### src/rtl/core/assert_macros.svh
// Assertion helpers shared by the RTL.
`ifndef ASSERT_MACROS_SVH
`define ASSERT_MACROS_SVH
`ifndef SYNTHESIS
`define ASSERT_SAME(label, clk, rst, a, b) \
  label: assert property (@(posedge clk) disable iff (rst) (a) |-> (b)) \
    else $error("assertion failed");
`define ASSERT_NEXT(label, clk, rst, a, b) \
  label: assert property (@(posedge clk) disable iff (rst) (a) |=> (b)) \
    else $error("assertion failed");
`else
`define ASSERT_SAME(label, clk, rst, a, b)
`define ASSERT_NEXT(label, clk, rst, a, b)
`endif
`endif

### src/rtl/core/twt_pkg.sv
package twt_pkg;

  localparam int WHEEL_SLOTS  = 64;
  localparam int POOL_ENTRIES = 64;
  localparam int SLOT_W  = $clog2(WHEEL_SLOTS);
  localparam int ENTRY_W = (POOL_ENTRIES > 1) ? $clog2(POOL_ENTRIES) : 1;
  localparam int LINK_W  = $clog2(POOL_ENTRIES + 1);
  localparam int CNT_W   = $clog2(WHEEL_SLOTS + 1);
  localparam logic [LINK_W-1:0] NIL_LINK = LINK_W'(POOL_ENTRIES);

  localparam logic [1:0] OP_ADD     = 2'd0;
  localparam logic [1:0] OP_CANCEL  = 2'd1;
  localparam logic [1:0] OP_ADVANCE = 2'd2;

  localparam logic [2:0] KIND_ADDED     = 3'd0;
  localparam logic [2:0] KIND_POOL_FULL = 3'd1;
  localparam logic [2:0] KIND_NEGATIVE  = 3'd2;
  localparam logic [2:0] KIND_CANCELLED = 3'd3;
  localparam logic [2:0] KIND_EXPIRED   = 3'd4;

  // Free-list link that an untouched pool entry holds after reset.
  function automatic logic [LINK_W-1:0] init_link(input logic [LINK_W-1:0] e);
    logic [LINK_W:0] n;
    n = {1'b0, e} + 1'b1;
    init_link = (n < (LINK_W+1)'(POOL_ENTRIES)) ? n[LINK_W-1:0] : NIL_LINK;
  endfunction

endpackage

### src/rtl/core/timing_wheel_timer_unit.sv
// Timing wheel timer.
// A request is taken when start is high and busy is low; operation selects
// add, cancel or advance. Each result appears for one cycle with strobe high
// and cannot be held off; last marks the final result of a request.
// Cancels and refused adds answer in the cycle after the request.
// An unknown operation is taken and answers nothing.
// An add or an advance first runs a shared one-bit-per-cycle divider. An
// advance then walks the expired slots, reading each slot head and then
// each entry found, and ends in a closing step. Each expired timer is
// reported when the next live entry is found, the final one in the closing
// step. tick_length is written over the APB port at address 0; the user
// must write it only while idle, as the block does not enforce this.
// After reset every slot is empty, all pool entries are free, the current
// slot and the reference time are zero and tick_length is 1. No clearing
// pass is needed; the block takes requests in the first cycle after reset.
`include "assert_macros.svh"
module timing_wheel_timer_unit (
  input  logic                           clk,
  input  logic                           rst,
  input  logic                           start,
  output logic                           busy,
  input  logic [1:0]                     operation,
  input  logic signed [31:0]             timeout,
  input  logic [31:0]                    payload,
  input  logic [5:0]                     handle,
  input  logic [31:0]                    now_time,
  output logic                           strobe,
  output logic [2:0]                     kind,
  output logic [5:0]                     entry_handle,
  output logic [31:0]                    expired_payload,
  output logic                           last,
  input  logic                           psel,
  input  logic                           penable,
  input  logic                           pwrite,
  input  logic [2:0]                     paddr,
  input  logic [31:0]                    pwdata,
  output logic [31:0]                    prdata,
  output logic                           pready
);
  import twt_pkg::*;

  localparam logic [3:0] ST_IDLE     = 4'd0;
  localparam logic [3:0] ST_DIV      = 4'd1;
  localparam logic [3:0] ST_ADD_RD   = 4'd2;
  localparam logic [3:0] ST_ADD_WR   = 4'd3;
  localparam logic [3:0] ST_ADV_SLOT = 4'd4;
  localparam logic [3:0] ST_ADV_HEAD = 4'd5;
  localparam logic [3:0] ST_ADV_CHK  = 4'd6;
  localparam logic [3:0] ST_ADV_RD   = 4'd7;
  localparam logic [3:0] ST_ADV_ENT  = 4'd8;
  localparam logic [3:0] ST_ADV_END  = 4'd9;

  logic [3:0]        state;
  logic [15:0]       tick_length;
  logic [31:0]       last_time;
  logic [SLOT_W-1:0] current_slot;
  logic [LINK_W-1:0] free_head;
  logic              is_add;
  logic [31:0]       add_payload;
  logic [31:0]       adv_now;

  // Divider.
  logic [31:0] dvd;
  logic [16:0] rem;
  logic [4:0]  div_cnt;
  logic [15:0] tick_eff;
  logic [16:0] rem_sh;
  logic        rem_ge;
  logic [31:0] quot;

  // Walk state.
  logic [SLOT_W-1:0] slot;
  logic [LINK_W-1:0] eaddr;
  logic [CNT_W-1:0]  cnt;
  logic              pend_vld;
  logic [5:0]        pend_handle;
  logic [31:0]       pend_tag;

  // Memories with per-entry valid flags standing for reset contents.
  logic [LINK_W-1:0] slot_mem [WHEEL_SLOTS];
  logic [WHEEL_SLOTS-1:0] slot_vld;
  logic [LINK_W-1:0] next_mem [POOL_ENTRIES];
  logic [POOL_ENTRIES-1:0] next_vld;
  logic [31:0]       tag_mem [POOL_ENTRIES];
  logic              drop_mem [POOL_ENTRIES];
  logic [POOL_ENTRIES-1:0] drop_vld;

  logic [LINK_W-1:0] slot_raw, next_raw;
  logic              slot_rv, next_rv, drop_raw, drop_rv;
  logic [LINK_W-1:0] next_ra;
  logic [31:0]       tag_rd;
  logic [LINK_W-1:0] slot_rd, next_rd;
  logic              drop_rd;

  logic              slot_we, next_we, tag_we, drop_we;
  logic [LINK_W-1:0] slot_wd, next_wd;
  logic              drop_wd;
  logic [ENTRY_W-1:0] ent_wa;

  logic accept, cfg_wr;
  logic [SLOT_W-1:0] add_off;

  assign accept = start && !busy;
  assign busy   = (state != ST_IDLE);
  assign pready = 1'b1;
  assign cfg_wr = psel && penable && pwrite && !paddr[2];
  assign prdata = paddr[2] ? 32'd0 : {16'd0, tick_length};

  assign tick_eff = (tick_length == 16'd0) ? 16'd1 : tick_length;
  assign rem_sh   = {rem[15:0], dvd[31]};
  assign rem_ge   = (rem_sh >= {1'b0, tick_eff});
  assign quot     = {dvd[30:0], rem_ge};

  assign slot_rd = slot_rv ? slot_raw : NIL_LINK;
  assign next_rd = next_rv ? next_raw : init_link(next_ra);
  assign drop_rd = drop_rv ? drop_raw : 1'b0;
  assign ent_wa  = eaddr[ENTRY_W-1:0];

  // Slot offset of an add: max(q,1)-1, held at one turn less one slot.
  always_comb begin
    if (quot <= 32'd1) begin
      add_off = '0;
    end else if (quot > 32'(WHEEL_SLOTS)) begin
      add_off = SLOT_W'(WHEEL_SLOTS - 1);
    end else begin
      add_off = SLOT_W'(quot - 32'd1);
    end
  end

  always_comb begin
    slot_we = 1'b0;
    slot_wd = NIL_LINK;
    next_we = 1'b0;
    next_wd = free_head;
    tag_we  = 1'b0;
    drop_we = 1'b0;
    drop_wd = 1'b1;
    unique case (state)
      ST_ADD_WR: begin
        slot_we = 1'b1;
        slot_wd = eaddr;
        next_we = 1'b1;
        next_wd = slot_rd;
        tag_we  = 1'b1;
        drop_we = 1'b1;
        drop_wd = 1'b0;
      end
      ST_ADV_CHK: begin
        slot_we = (eaddr >= NIL_LINK);
      end
      ST_ADV_ENT: begin
        next_we = 1'b1;
        drop_we = 1'b1;
      end
      default: begin
      end
    endcase
  end

  always_ff @(posedge clk) begin
    slot_raw <= slot_mem[slot];
    slot_rv  <= slot_vld[slot];
    next_raw <= next_mem[ent_wa];
    next_rv  <= next_vld[ent_wa];
    next_ra  <= eaddr;
    tag_rd   <= tag_mem[ent_wa];
    drop_raw <= drop_mem[ent_wa];
    drop_rv  <= drop_vld[ent_wa];
    if (slot_we) begin
      slot_mem[slot] <= slot_wd;
    end
    if (next_we) begin
      next_mem[ent_wa] <= next_wd;
    end
    if (tag_we) begin
      tag_mem[ent_wa] <= add_payload;
    end
    if (drop_we) begin
      drop_mem[ent_wa] <= drop_wd;
    end else if (accept && operation == OP_CANCEL && 7'(handle) < 7'(POOL_ENTRIES)) begin
      drop_mem[handle[ENTRY_W-1:0]] <= 1'b1;
    end
  end

  always_ff @(posedge clk) begin
    if (rst) begin
      slot_vld <= '0;
      next_vld <= '0;
      drop_vld <= '0;
    end else begin
      if (slot_we) begin
        slot_vld[slot] <= 1'b1;
      end
      if (next_we) begin
        next_vld[ent_wa] <= 1'b1;
      end
      if (drop_we) begin
        drop_vld[ent_wa] <= 1'b1;
      end else if (accept && operation == OP_CANCEL && 7'(handle) < 7'(POOL_ENTRIES)) begin
        drop_vld[handle[ENTRY_W-1:0]] <= 1'b1;
      end
    end
  end

  always_ff @(posedge clk) begin
    if (rst) begin
      state           <= ST_IDLE;
      tick_length     <= 16'd1;
      last_time       <= '0;
      current_slot    <= '0;
      free_head       <= '0;
      strobe          <= 1'b0;
      pend_vld        <= 1'b0;
      kind            <= KIND_ADDED;
      entry_handle    <= '0;
      expired_payload <= '0;
      last            <= 1'b0;
    end else begin
      strobe <= 1'b0;
      if (cfg_wr) begin
        tick_length <= pwdata[15:0];
      end
      unique case (state)
        ST_IDLE: begin
          if (accept) begin
            is_add      <= (operation == OP_ADD);
            add_payload <= payload;
            adv_now     <= now_time;
            div_cnt     <= '0;
            rem         <= '0;
            pend_vld    <= 1'b0;
            entry_handle    <= '0;
            expired_payload <= '0;
            last            <= 1'b1;
            priority if (operation == OP_ADD && timeout[31]) begin
              strobe <= 1'b1;
              kind   <= KIND_NEGATIVE;
            end else if (operation == OP_ADD && free_head >= NIL_LINK) begin
              strobe <= 1'b1;
              kind   <= KIND_POOL_FULL;
            end else if (operation == OP_ADD) begin
              dvd   <= timeout;
              state <= ST_DIV;
            end else if (operation == OP_CANCEL) begin
              strobe <= 1'b1;
              kind   <= KIND_CANCELLED;
            end else if (operation == OP_ADVANCE) begin
              dvd   <= now_time - last_time;
              state <= ST_DIV;
            end else begin
              state <= ST_IDLE;
            end
          end
        end
        ST_DIV: begin
          dvd     <= quot;
          rem     <= rem_ge ? (rem_sh - {1'b0, tick_eff}) : rem_sh;
          div_cnt <= div_cnt + 5'd1;
          if (div_cnt == 5'd31) begin
            if (is_add) begin
              slot  <= current_slot + add_off;
              eaddr <= free_head;
              state <= ST_ADD_RD;
            end else if (quot == 32'd0) begin
              state <= ST_IDLE;
            end else begin
              cnt       <= (quot > 32'(WHEEL_SLOTS)) ? CNT_W'(WHEEL_SLOTS) : CNT_W'(quot);
              last_time <= adv_now;
              slot      <= current_slot;
              state     <= ST_ADV_SLOT;
            end
          end
        end
        ST_ADD_RD: begin
          state <= ST_ADD_WR;
        end
        ST_ADD_WR: begin
          free_head    <= next_rd;
          strobe       <= 1'b1;
          kind         <= KIND_ADDED;
          entry_handle <= 6'(eaddr);
          last         <= 1'b1;
          state        <= ST_IDLE;
        end
        ST_ADV_SLOT: begin
          state <= ST_ADV_HEAD;
        end
        ST_ADV_HEAD: begin
          eaddr <= slot_rd;
          state <= ST_ADV_CHK;
        end
        ST_ADV_CHK: begin
          if (eaddr >= NIL_LINK) begin
            slot <= slot + 1'b1;
            cnt  <= cnt - 1'b1;
            state <= (cnt == CNT_W'(1)) ? ST_ADV_END : ST_ADV_SLOT;
          end else begin
            state <= ST_ADV_RD;
          end
        end
        ST_ADV_RD: begin
          state <= ST_ADV_ENT;
        end
        ST_ADV_ENT: begin
          // A live entry is held back one step so the final one can carry last.
          if (!drop_rd) begin
            if (pend_vld) begin
              strobe          <= 1'b1;
              kind            <= KIND_EXPIRED;
              entry_handle    <= pend_handle;
              expired_payload <= pend_tag;
              last            <= 1'b0;
            end
            pend_vld    <= 1'b1;
            pend_handle <= 6'(eaddr);
            pend_tag    <= tag_rd;
          end
          free_head <= eaddr;
          eaddr     <= next_rd;
          state     <= ST_ADV_CHK;
        end
        ST_ADV_END: begin
          current_slot <= slot;
          if (pend_vld) begin
            strobe          <= 1'b1;
            kind            <= KIND_EXPIRED;
            entry_handle    <= pend_handle;
            expired_payload <= pend_tag;
            last            <= 1'b1;
          end
          pend_vld <= 1'b0;
          state    <= ST_IDLE;
        end
        default: begin
          state <= ST_IDLE;
        end
      endcase
    end
  end

  `ASSERT_SAME(a_single_last, clk, rst, strobe && kind != KIND_EXPIRED, last)
  `ASSERT_NEXT(a_more_follow, clk, rst, strobe && kind == KIND_EXPIRED && !last, busy)
  `ASSERT_SAME(a_free_link, clk, rst, 1'b1, free_head <= NIL_LINK)
  `ASSERT_NEXT(a_div_len, clk, rst, state == ST_DIV && div_cnt != 5'd31, state == ST_DIV)

endmodule

### config.mk
export PLATFORM = sky130hd
export DESIGN_NAME = timing_wheel_timer_unit
export DESIGN_NICKNAME = d
export VERILOG_FILES = /design/src/rtl/core/twt_pkg.sv /design/src/rtl/core/timing_wheel_timer_unit.sv
export VERILOG_INCLUDE_DIRS = /design/src /design/src/rtl/core
export SDC_FILE = /design/constraint.sdc
export NUM_CORES = 2
export LEC_CHECK = 0
export BUFFER_PORTS_ARGS = -buffer_cell sky130_fd_sc_hd__clkbuf_2
export CAP_MARGIN = 0
export CORE_ASPECT_RATIO = 1.4
export CORE_MARGIN = 2
export CORE_UTILIZATION = 35
export DETAILED_ROUTE_END_ITERATION = 10
export HOLD_SLACK_MARGIN = 0.05
export PLACE_DENSITY = 0.52
export RECOVER_POWER = 50
export SLEW_MARGIN = 20
export SYNTH_ARGS = -nofsm -noshare
export SYNTH_HDL_FRONTEND = slang
export SYNTH_SLANG_ARGS = --single-unit
### constraint.sdc
create_clock -name clk -period 15 [get_ports clk]
set_clock_uncertainty 0.05 [all_clocks]
set_input_delay 0 -clock clk [delete_from_list [all_inputs] [get_ports clk]]
set_output_delay 0 -clock clk [all_outputs]
set_load 0.02 [all_outputs]
== Yosys cells after proc, flatten, opt, wreduce, memory -nomap -nowiden ==
Memory sizes are Yosys's and may differ from the RTL's. A register that Yosys moved wholly into a read port is not among the register bits.
Index checks and enable logic that the tools add are counted.

* Memories kept: 4
* Memory bits (writable): 3,008
* Logic and storage cells: 241
* Register bits after elaboration: 487

{| class="wikitable"
|+ Memories
! memory !! depth !! width !! read ports !! clocked after memory_dff !! write ports !! line !! RTL
|-
| tag_mem || 64 || 32 || 1 || 1 || 1 || timing_wheel_timer_unit.sv:84 || <nowiki>logic [31:0] tag_mem [POOL_ENTRIES];</nowiki>
|-
| next_mem || 64 || 7 || 1 || 1 || 1 || timing_wheel_timer_unit.sv:82 || <nowiki>logic [LINK_W-1:0] next_mem [POOL_ENTRIES];</nowiki>
|-
| slot_mem || 64 || 7 || 1 || 1 || 1 || timing_wheel_timer_unit.sv:80 || <nowiki>logic [LINK_W-1:0] slot_mem [WHEEL_SLOTS];</nowiki>
|-
| drop_mem || 64 || 1 || 1 || 1 || 1 || timing_wheel_timer_unit.sv:85 || <nowiki>logic drop_mem [POOL_ENTRIES];</nowiki>
|}

* $add $sub $neg: 8
* Reductions and logical operators: 40
* Bitwise operators: 8
* Magnitude comparators: 12
* Equality and inequality tests: 29
* Multiplexer cells: 111

{| class="wikitable"
|+ Operators by type and width
! cell !! number
|-
| two-way mux 32 bit || 9
|-
| OR 64 bit || 4
|-
| two-way mux 64 bit || 2
|-
| case mux 32 bit (3 select lines) || 1
|-
| two-way mux 7 bit || 12
|-
| two-way mux 16 bit || 4
|-
| case mux 32 bit (2 select lines) || 1
|-
| two-way mux 6 bit || 10
|-
| two-way mux 1 bit || 35
|-
| > comparator 32 x 7 -> 1 bit, second input constant || 1
|-
| less-or-equal comparator 32 x 1 -> 1 bit, second input constant || 1
|-
| logical NOT 32 bit || 1
|-
| two-way mux 4 bit || 8
|-
| case mux 16 bit (2 select lines) || 1
|-
| subtractor 32 bit || 1
|-
| case mux 4 bit (7 select lines) || 1
|-
| case mux 7 bit (2 select lines) || 2
|-
| two-way mux 3 bit || 9
|-
| case mux 6 bit (4 select lines) || 1
|-
| inequality test 2 bit, second input constant || 11
|-
| < comparator 6 x 7 -> 1 bit, second input constant || 3
|-
| case mux 7 bit (3 select lines) || 1
|-
| AND reduction 5 bit || 4
|-
| binary-select mux 1 bit (select 6 bit) || 3
|-
| other kinds (44) || 82
|}

== Depth between registers and ports, before layout ==
* Depth in word-level cells: 10
* Mapped depth: 26
* Mapped depth without buffers: 24

== Worst setup path after synthesis ==
Ideal clock, no wire load.

* Path type: register to register
* From: reg tick_length[7]
* To: reg slot[5], data pin
* Arrival: 5.236 ns
* Setup slack: 9.449 ns
* Cell stages (with the launch flop): 27
* Clock period less this slack: 5.551 ns
* Path through: dfxtp_1 -> nor4_1 -> a41o_1 -> ha_1 -> nor2b_4 -> o31a_1 -> o21ai_2 -> a31oi_1 -> or2_0 -> buf_2 -> inv_1 -> buf_1 -> ha_1 -> nand2_1 -> a2111oi_2 -> clkbuf_1 -> a21oi_1 -> ha_1 -> o21ai_0 -> o21bai_1 -> a21oi_1 -> inv_1 -> or4_1 -> o22ai_1 -> o31ai_2 -> xor2_1 -> o21ai_1

* Word-level cells in the longest chain between the ends: 10

{| class="wikitable"
|+ RTL lines
! what !! line !! RTL
|-
| start, declared || timing_wheel_timer_unit.sv:54 || <nowiki>logic [15:0] tick_length;</nowiki>
|-
| start signal, assigned || timing_wheel_timer_unit.sv:221 || <nowiki>tick_length <= pwdata[15:0];</nowiki>
|-
| logical NOT 16 bit || timing_wheel_timer_unit.sv:109 || <nowiki>assign tick_eff = (tick_length == 16'd0) ? 16'd1 : tick_length;</nowiki>
|-
| two-way mux 16 bit (*) || timing_wheel_timer_unit.sv:109 ||
|-
| >= comparator 17 x 16 -> 1 bit (*) || timing_wheel_timer_unit.sv:111 || <nowiki>assign rem_ge = (rem_sh >= {1'b0, tick_eff});</nowiki>
|-
| > comparator 32 x 7 -> 1 bit / subtractor 6 x 1 -> 6 bit (equally long branches) || timing_wheel_timer_unit.sv:123, timing_wheel_timer_unit.sv:126 ||
|-
| two-way mux 6 bit || timing_wheel_timer_unit.sv:123 || <nowiki>end else if (quot > 32'(WHEEL_SLOTS)) begin</nowiki>
|-
| two-way mux 6 bit (*) || timing_wheel_timer_unit.sv:121 || <nowiki>if (quot <= 32'd1) begin</nowiki>
|-
| adder 6 bit (*) || timing_wheel_timer_unit.sv:261 || <nowiki>slot <= current_slot + add_off;</nowiki>
|-
| two-way mux 6 bit (*) || timing_wheel_timer_unit.sv:260 || <nowiki>if (is_add) begin</nowiki>
|-
| two-way mux 6 bit (*) || timing_wheel_timer_unit.sv:259 || <nowiki>if (div_cnt == 5'd31) begin</nowiki>
|-
| case mux 6 bit (2 select lines) (*) || timing_wheel_timer_unit.sv:223 || <nowiki>unique case (state)</nowiki>
|-
| end signal, assigned || timing_wheel_timer_unit.sv:261 ||
|-
| end signal, assigned || timing_wheel_timer_unit.sv:269 || <nowiki>slot <= current_slot;</nowiki>
|-
| end signal, assigned || timing_wheel_timer_unit.sv:294 || <nowiki>slot <= slot + 1'b1;</nowiki>
|-
| end, declared || timing_wheel_timer_unit.sv:72 || <nowiki>logic [SLOT_W-1:0] slot;</nowiki>
|}

Mark *: on every way between the ends. The rest lies on a longest branch, timed or not. The select of a mux whose other input is x is not followed.
A chain may end at the register's enable or synchronous reset.

== Worst setup path after layout ==
* From: reg eaddr[4]
* To: mem tag_mem[17][29], enable pin

{| class="wikitable"
|+ RTL lines
! what !! line !! RTL
|-
| start, declared || timing_wheel_timer_unit.sv:73 || <nowiki>logic [LINK_W-1:0] eaddr;</nowiki>
|-
| start signal, assigned || timing_wheel_timer_unit.sv:262 || <nowiki>eaddr <= free_head;</nowiki>
|-
| start signal, assigned || timing_wheel_timer_unit.sv:289 || <nowiki>eaddr <= slot_rd;</nowiki>
|-
| start signal, assigned || timing_wheel_timer_unit.sv:319 || <nowiki>eaddr <= next_rd;</nowiki>
|-
| end, declared || timing_wheel_timer_unit.sv:84 ||
|}

Straight into the memory's write port.

==> impl_metrics.toml <==
[detailed_routing]
drc = 0
initialDrtViolationCount = 9017
postRouteAntennaNets = 0
drt_pass1_iterations = 8
vias = 80477
wl_per_cell_um = 31.1
drt-total-wl_um = 434000
vias_per_cell = 5.76

[synth]
yosysWarnings = 0
yosys-top-cells-count = "edfxtp_1, a22oi_1, nor2_1, dfxtp_1, nand2_1"
synth_cell_type_count = 91
synth_edf_count = 3184
syn_area_um2 = 131000
synthTopCellsByArea = "edfxtp_1, a22oi_1, dfxtp_1"
synthCells = 8213
synthArstFlopShare_pct = 0
ys_seq_area_share_pct = 78.2
synth_top_cell_area_share_pct = 72.7
synth_seq_cells = 3542
postSynthAreaPerCell_um2 = 16.0
synth_area_leader_cell = "edfxtp_1"
synth_ff_type = "edfxtp_1"
synth.most_common_cell = "edfxtp_1"

[cells_and_area]
nets = 8935
stdcell_area_um2 = 152000
area_delta_synth_final_pct = 15.8
drive_gt1_share_pct = 9.78

[die]
die_w_um = 522
fp-row-count = 266
coreArea_um2 = 374000
ios = 222
die-height_um = 729
die_area_um2 = 381000
start_util_pct = 35.1

[timing]
fmax_mhz = 112
hold_viol = 0
fin_crit_sh_pct = 59.5
setup-tns-final_ns = 0
setup_viol = 0
tightest_slew_ns = 3.98
layout_min_cycle_time_ns = 8.92
drv_slew = 3654
slew_headroom_pct = -165
rsz0062_at_grt = "false"

[power]
clockPowerShare_pct = 43.6
switching_share_pct = 20.4
p_comb_share_pct = 1.9
power.leakage_nw = 47.1
power_frac_seq_pct = 54.4
power_density_nw_per_um2 = 130
switchingPower_mw = 4.03
internal_power_mw = 15.7
max-vdd-ir-drop_mv = 0.0960

[global_routing]
grt_pass1_wl_um = 606000
top_usage_layer = "met2"
grt_max_degree = 107
use_met2_pct = 39.3
grt.total_usage_pct = 22.1
use_met1_pct = 27.1
grt_pass1_vias = 80333
grt_antenna_before_repair = 19
met3_usage_pct = 2.85
grt.overflow.total = 0

[min_path]
hold_class = "primary input to flop"

[setup_path]
crit_path_max_incr_delay_ns = 2.29
crit_required_ns = 15.36
cp_max_fo = 35
crit_type = "flop to flop"
end_kind = "flop"
cp-start-kind = "flop"
path_cells = "clkbuf_1, nand2_1, clkbuf_1, nor2_1, clkbuf_1"
slowest_stage = "clkbuf_1"
arrival_ns = 9.29
crit_path_frequent_cell = "clkbuf_1"

[cts]
cts_tree = "done"
max-clock-path-buffers = 4
numCtsBuffers = 343
cts-root-buf = "clkbuf_16"
cts.htree.levels = 5
clk_pin_slew_worst_paths_ns = 0.06
clock_latency_ns = 0.92
cts_resized = 0
cts.sinks = 3542

[placed_design]
dp_hpwl_um = 243000
place.port_buffers = 186
gp_routability_congestion = 0.857
place_area_um2 = 139000

[outcome]
status = "finished with violations"
violations = "max-capacitance violations, max-slew violations"

[run]
cap_violations = 71
-- path summary, 6_finish.rpt --
path	depth (start not counted)	startpoint	slack, ns	to
setup / recovery	5	eaddr[4]	6.08	tag_mem[17][29]
hold / removal	5	timeout[31]	0.16	kind[0]
setup reg to reg	5	eaddr[4]	6.08	tag_mem[17][29]
hold reg to reg	0	tag_rd[24]	0.36	pend_tag[24]
-- repair_timing --
| action | 4_1_cts | 5_1_grt |
|---|---|---|
| hold buffers | 281 | 0 |
| setup buffers | 0 | 0 |
| hold endpoints to repair | 528 | 0 |
-- state kept, by name, summed over array words and instances (netlist names), 64 cells and up --
signal	flops
slot_mem	448
tag_mem	2048
drop_mem	64
next_mem	448
slot_vld	64
drop_vld	64
next_vld	64
-- power by group through the flow --
stage          registers (mW)  logic, mW  clock network, mW
2_1_floorplan            11.0      0.158                  0
3_3_place_gp             10.9      0.321                  0
3_5_place_dp             10.9      0.328                  0
4_1_cts                  10.7      0.388               8.75
5_1_grt                  10.7      0.416               9.09
6_report                 10.7      0.383               8.61
-- stage by stage --
stage / std cells / hold slack [ns] / power (mW) / setup WS [ns] / util [%]
global route: 13967 / 0.163 / 20.2 / 5.61 / 40.7
floorplan: 8228 / 0.0489 / 11.1 / 9.45 / -
CTS: 13961 / 0.114 / 19.9 / 8.73 / 40.8
detailed placement: 13057 / 0.129 / 11.3 / 8.79 / 37.2
global placement: 13057 / 0.132 / 11.3 / 8.63 / 37.2
finish: 13969 / 0.164 / 19.7 / 6.08 / 40.7
-- logic make-up (layout without fill, tap and decap cells) --
family / count (synthesis) / after routing / share of synthesized area [%]
other: 2 / 24 / 0.00571
and+or+nand+nor: 1437 / 1437 / 4.81
DFF: 3542 / 3542 / 78.2
xor gates and xnor gates: 53 / 53 / 0.353
adders and majority gates: 64 / 64 / 0.626
AOI/OAI and AO/OA: 2484 / 2484 / 14.0
buffers and inverters: 624 / 1400 / 1.95
muxes: 7 / 7 / 0.0533
-- final cells by class --
cell class,instances,area [µm²]
timing repair buffer,704,5350
sequential,3542,103000
clock buffer,434,9220
tap,4958,6200
clock inverter,189,1720
inverter,73,274
fill,33970,222000
multi-input combinational,4062,26700
antenna,7,17.5
-- metal layers --
| metal | wire length [µm] | up-vias | part of all wire [%] |
|---|---|---|---|
| li1 | - | 34264 | - |
| met2 | 221000 | 3685 | 51 |
| met4 | 19200 | 0 | 4.4 |
| met5 | 0 | - | 0 |
| met1 | 164000 | 41761 | 38 |
| met3 | 29500 | 767 | 6.8 |
-- layout by cell type (no fill, tap or decap), types with 15 or more instances in the layout --
master / synthesis / routed
a21oi_1: 243 / 243
a41oi_1: 164 / 164
nor2_4: 1 / 42
buf_4: 18 / 159
dfxtp_1: 358 / 358
o22ai_1: 16 / 17
nor4_1: 79 / 73
clkinv_2: 0 / 56
xor2_1: 19 / 19
inv_1: 72 / 72
conb_1: 2 / 17
a221oi_1: 183 / 183
nor3_1: 31 / 26
clkbuf_2: 0 / 95
a22o_1: 180 / 180
nor2b_1: 22 / 21
dlygate4sd3_1: 0 / 280
ha_1: 61 / 61
a21o_1: 15 / 15
a31oi_1: 190 / 190
clkbuf_16: 0 / 352
clkbuf_1: 290 / 226
o21ai_0: 60 / 57
clkinv_1: 0 / 65
a22oi_1: 1281 / 1281
clkinvlp_4: 0 / 18
and3_1: 18 / 16
nand2_1: 333 / 330
xnor2_1: 34 / 34
a211oi_1: 49 / 49
nand2b_1: 23 / 20
nor2_1: 735 / 689
edfxtp_1: 3184 / 3184
nand4_1: 66 / 66
nand3_1: 58 / 58
bufinv_16: 0 / 28
-- critical path, delay by kind of cell, from the launching register on --
| kind | cells | cell delay [ns] |
|---|---|---|
| flops | 1 | 0.34 |
| buf+inv | 3 | 4.93 |
| simple gates | 2 | 3.00 |
No activity file was read; power rests on OpenSTA's default activity.
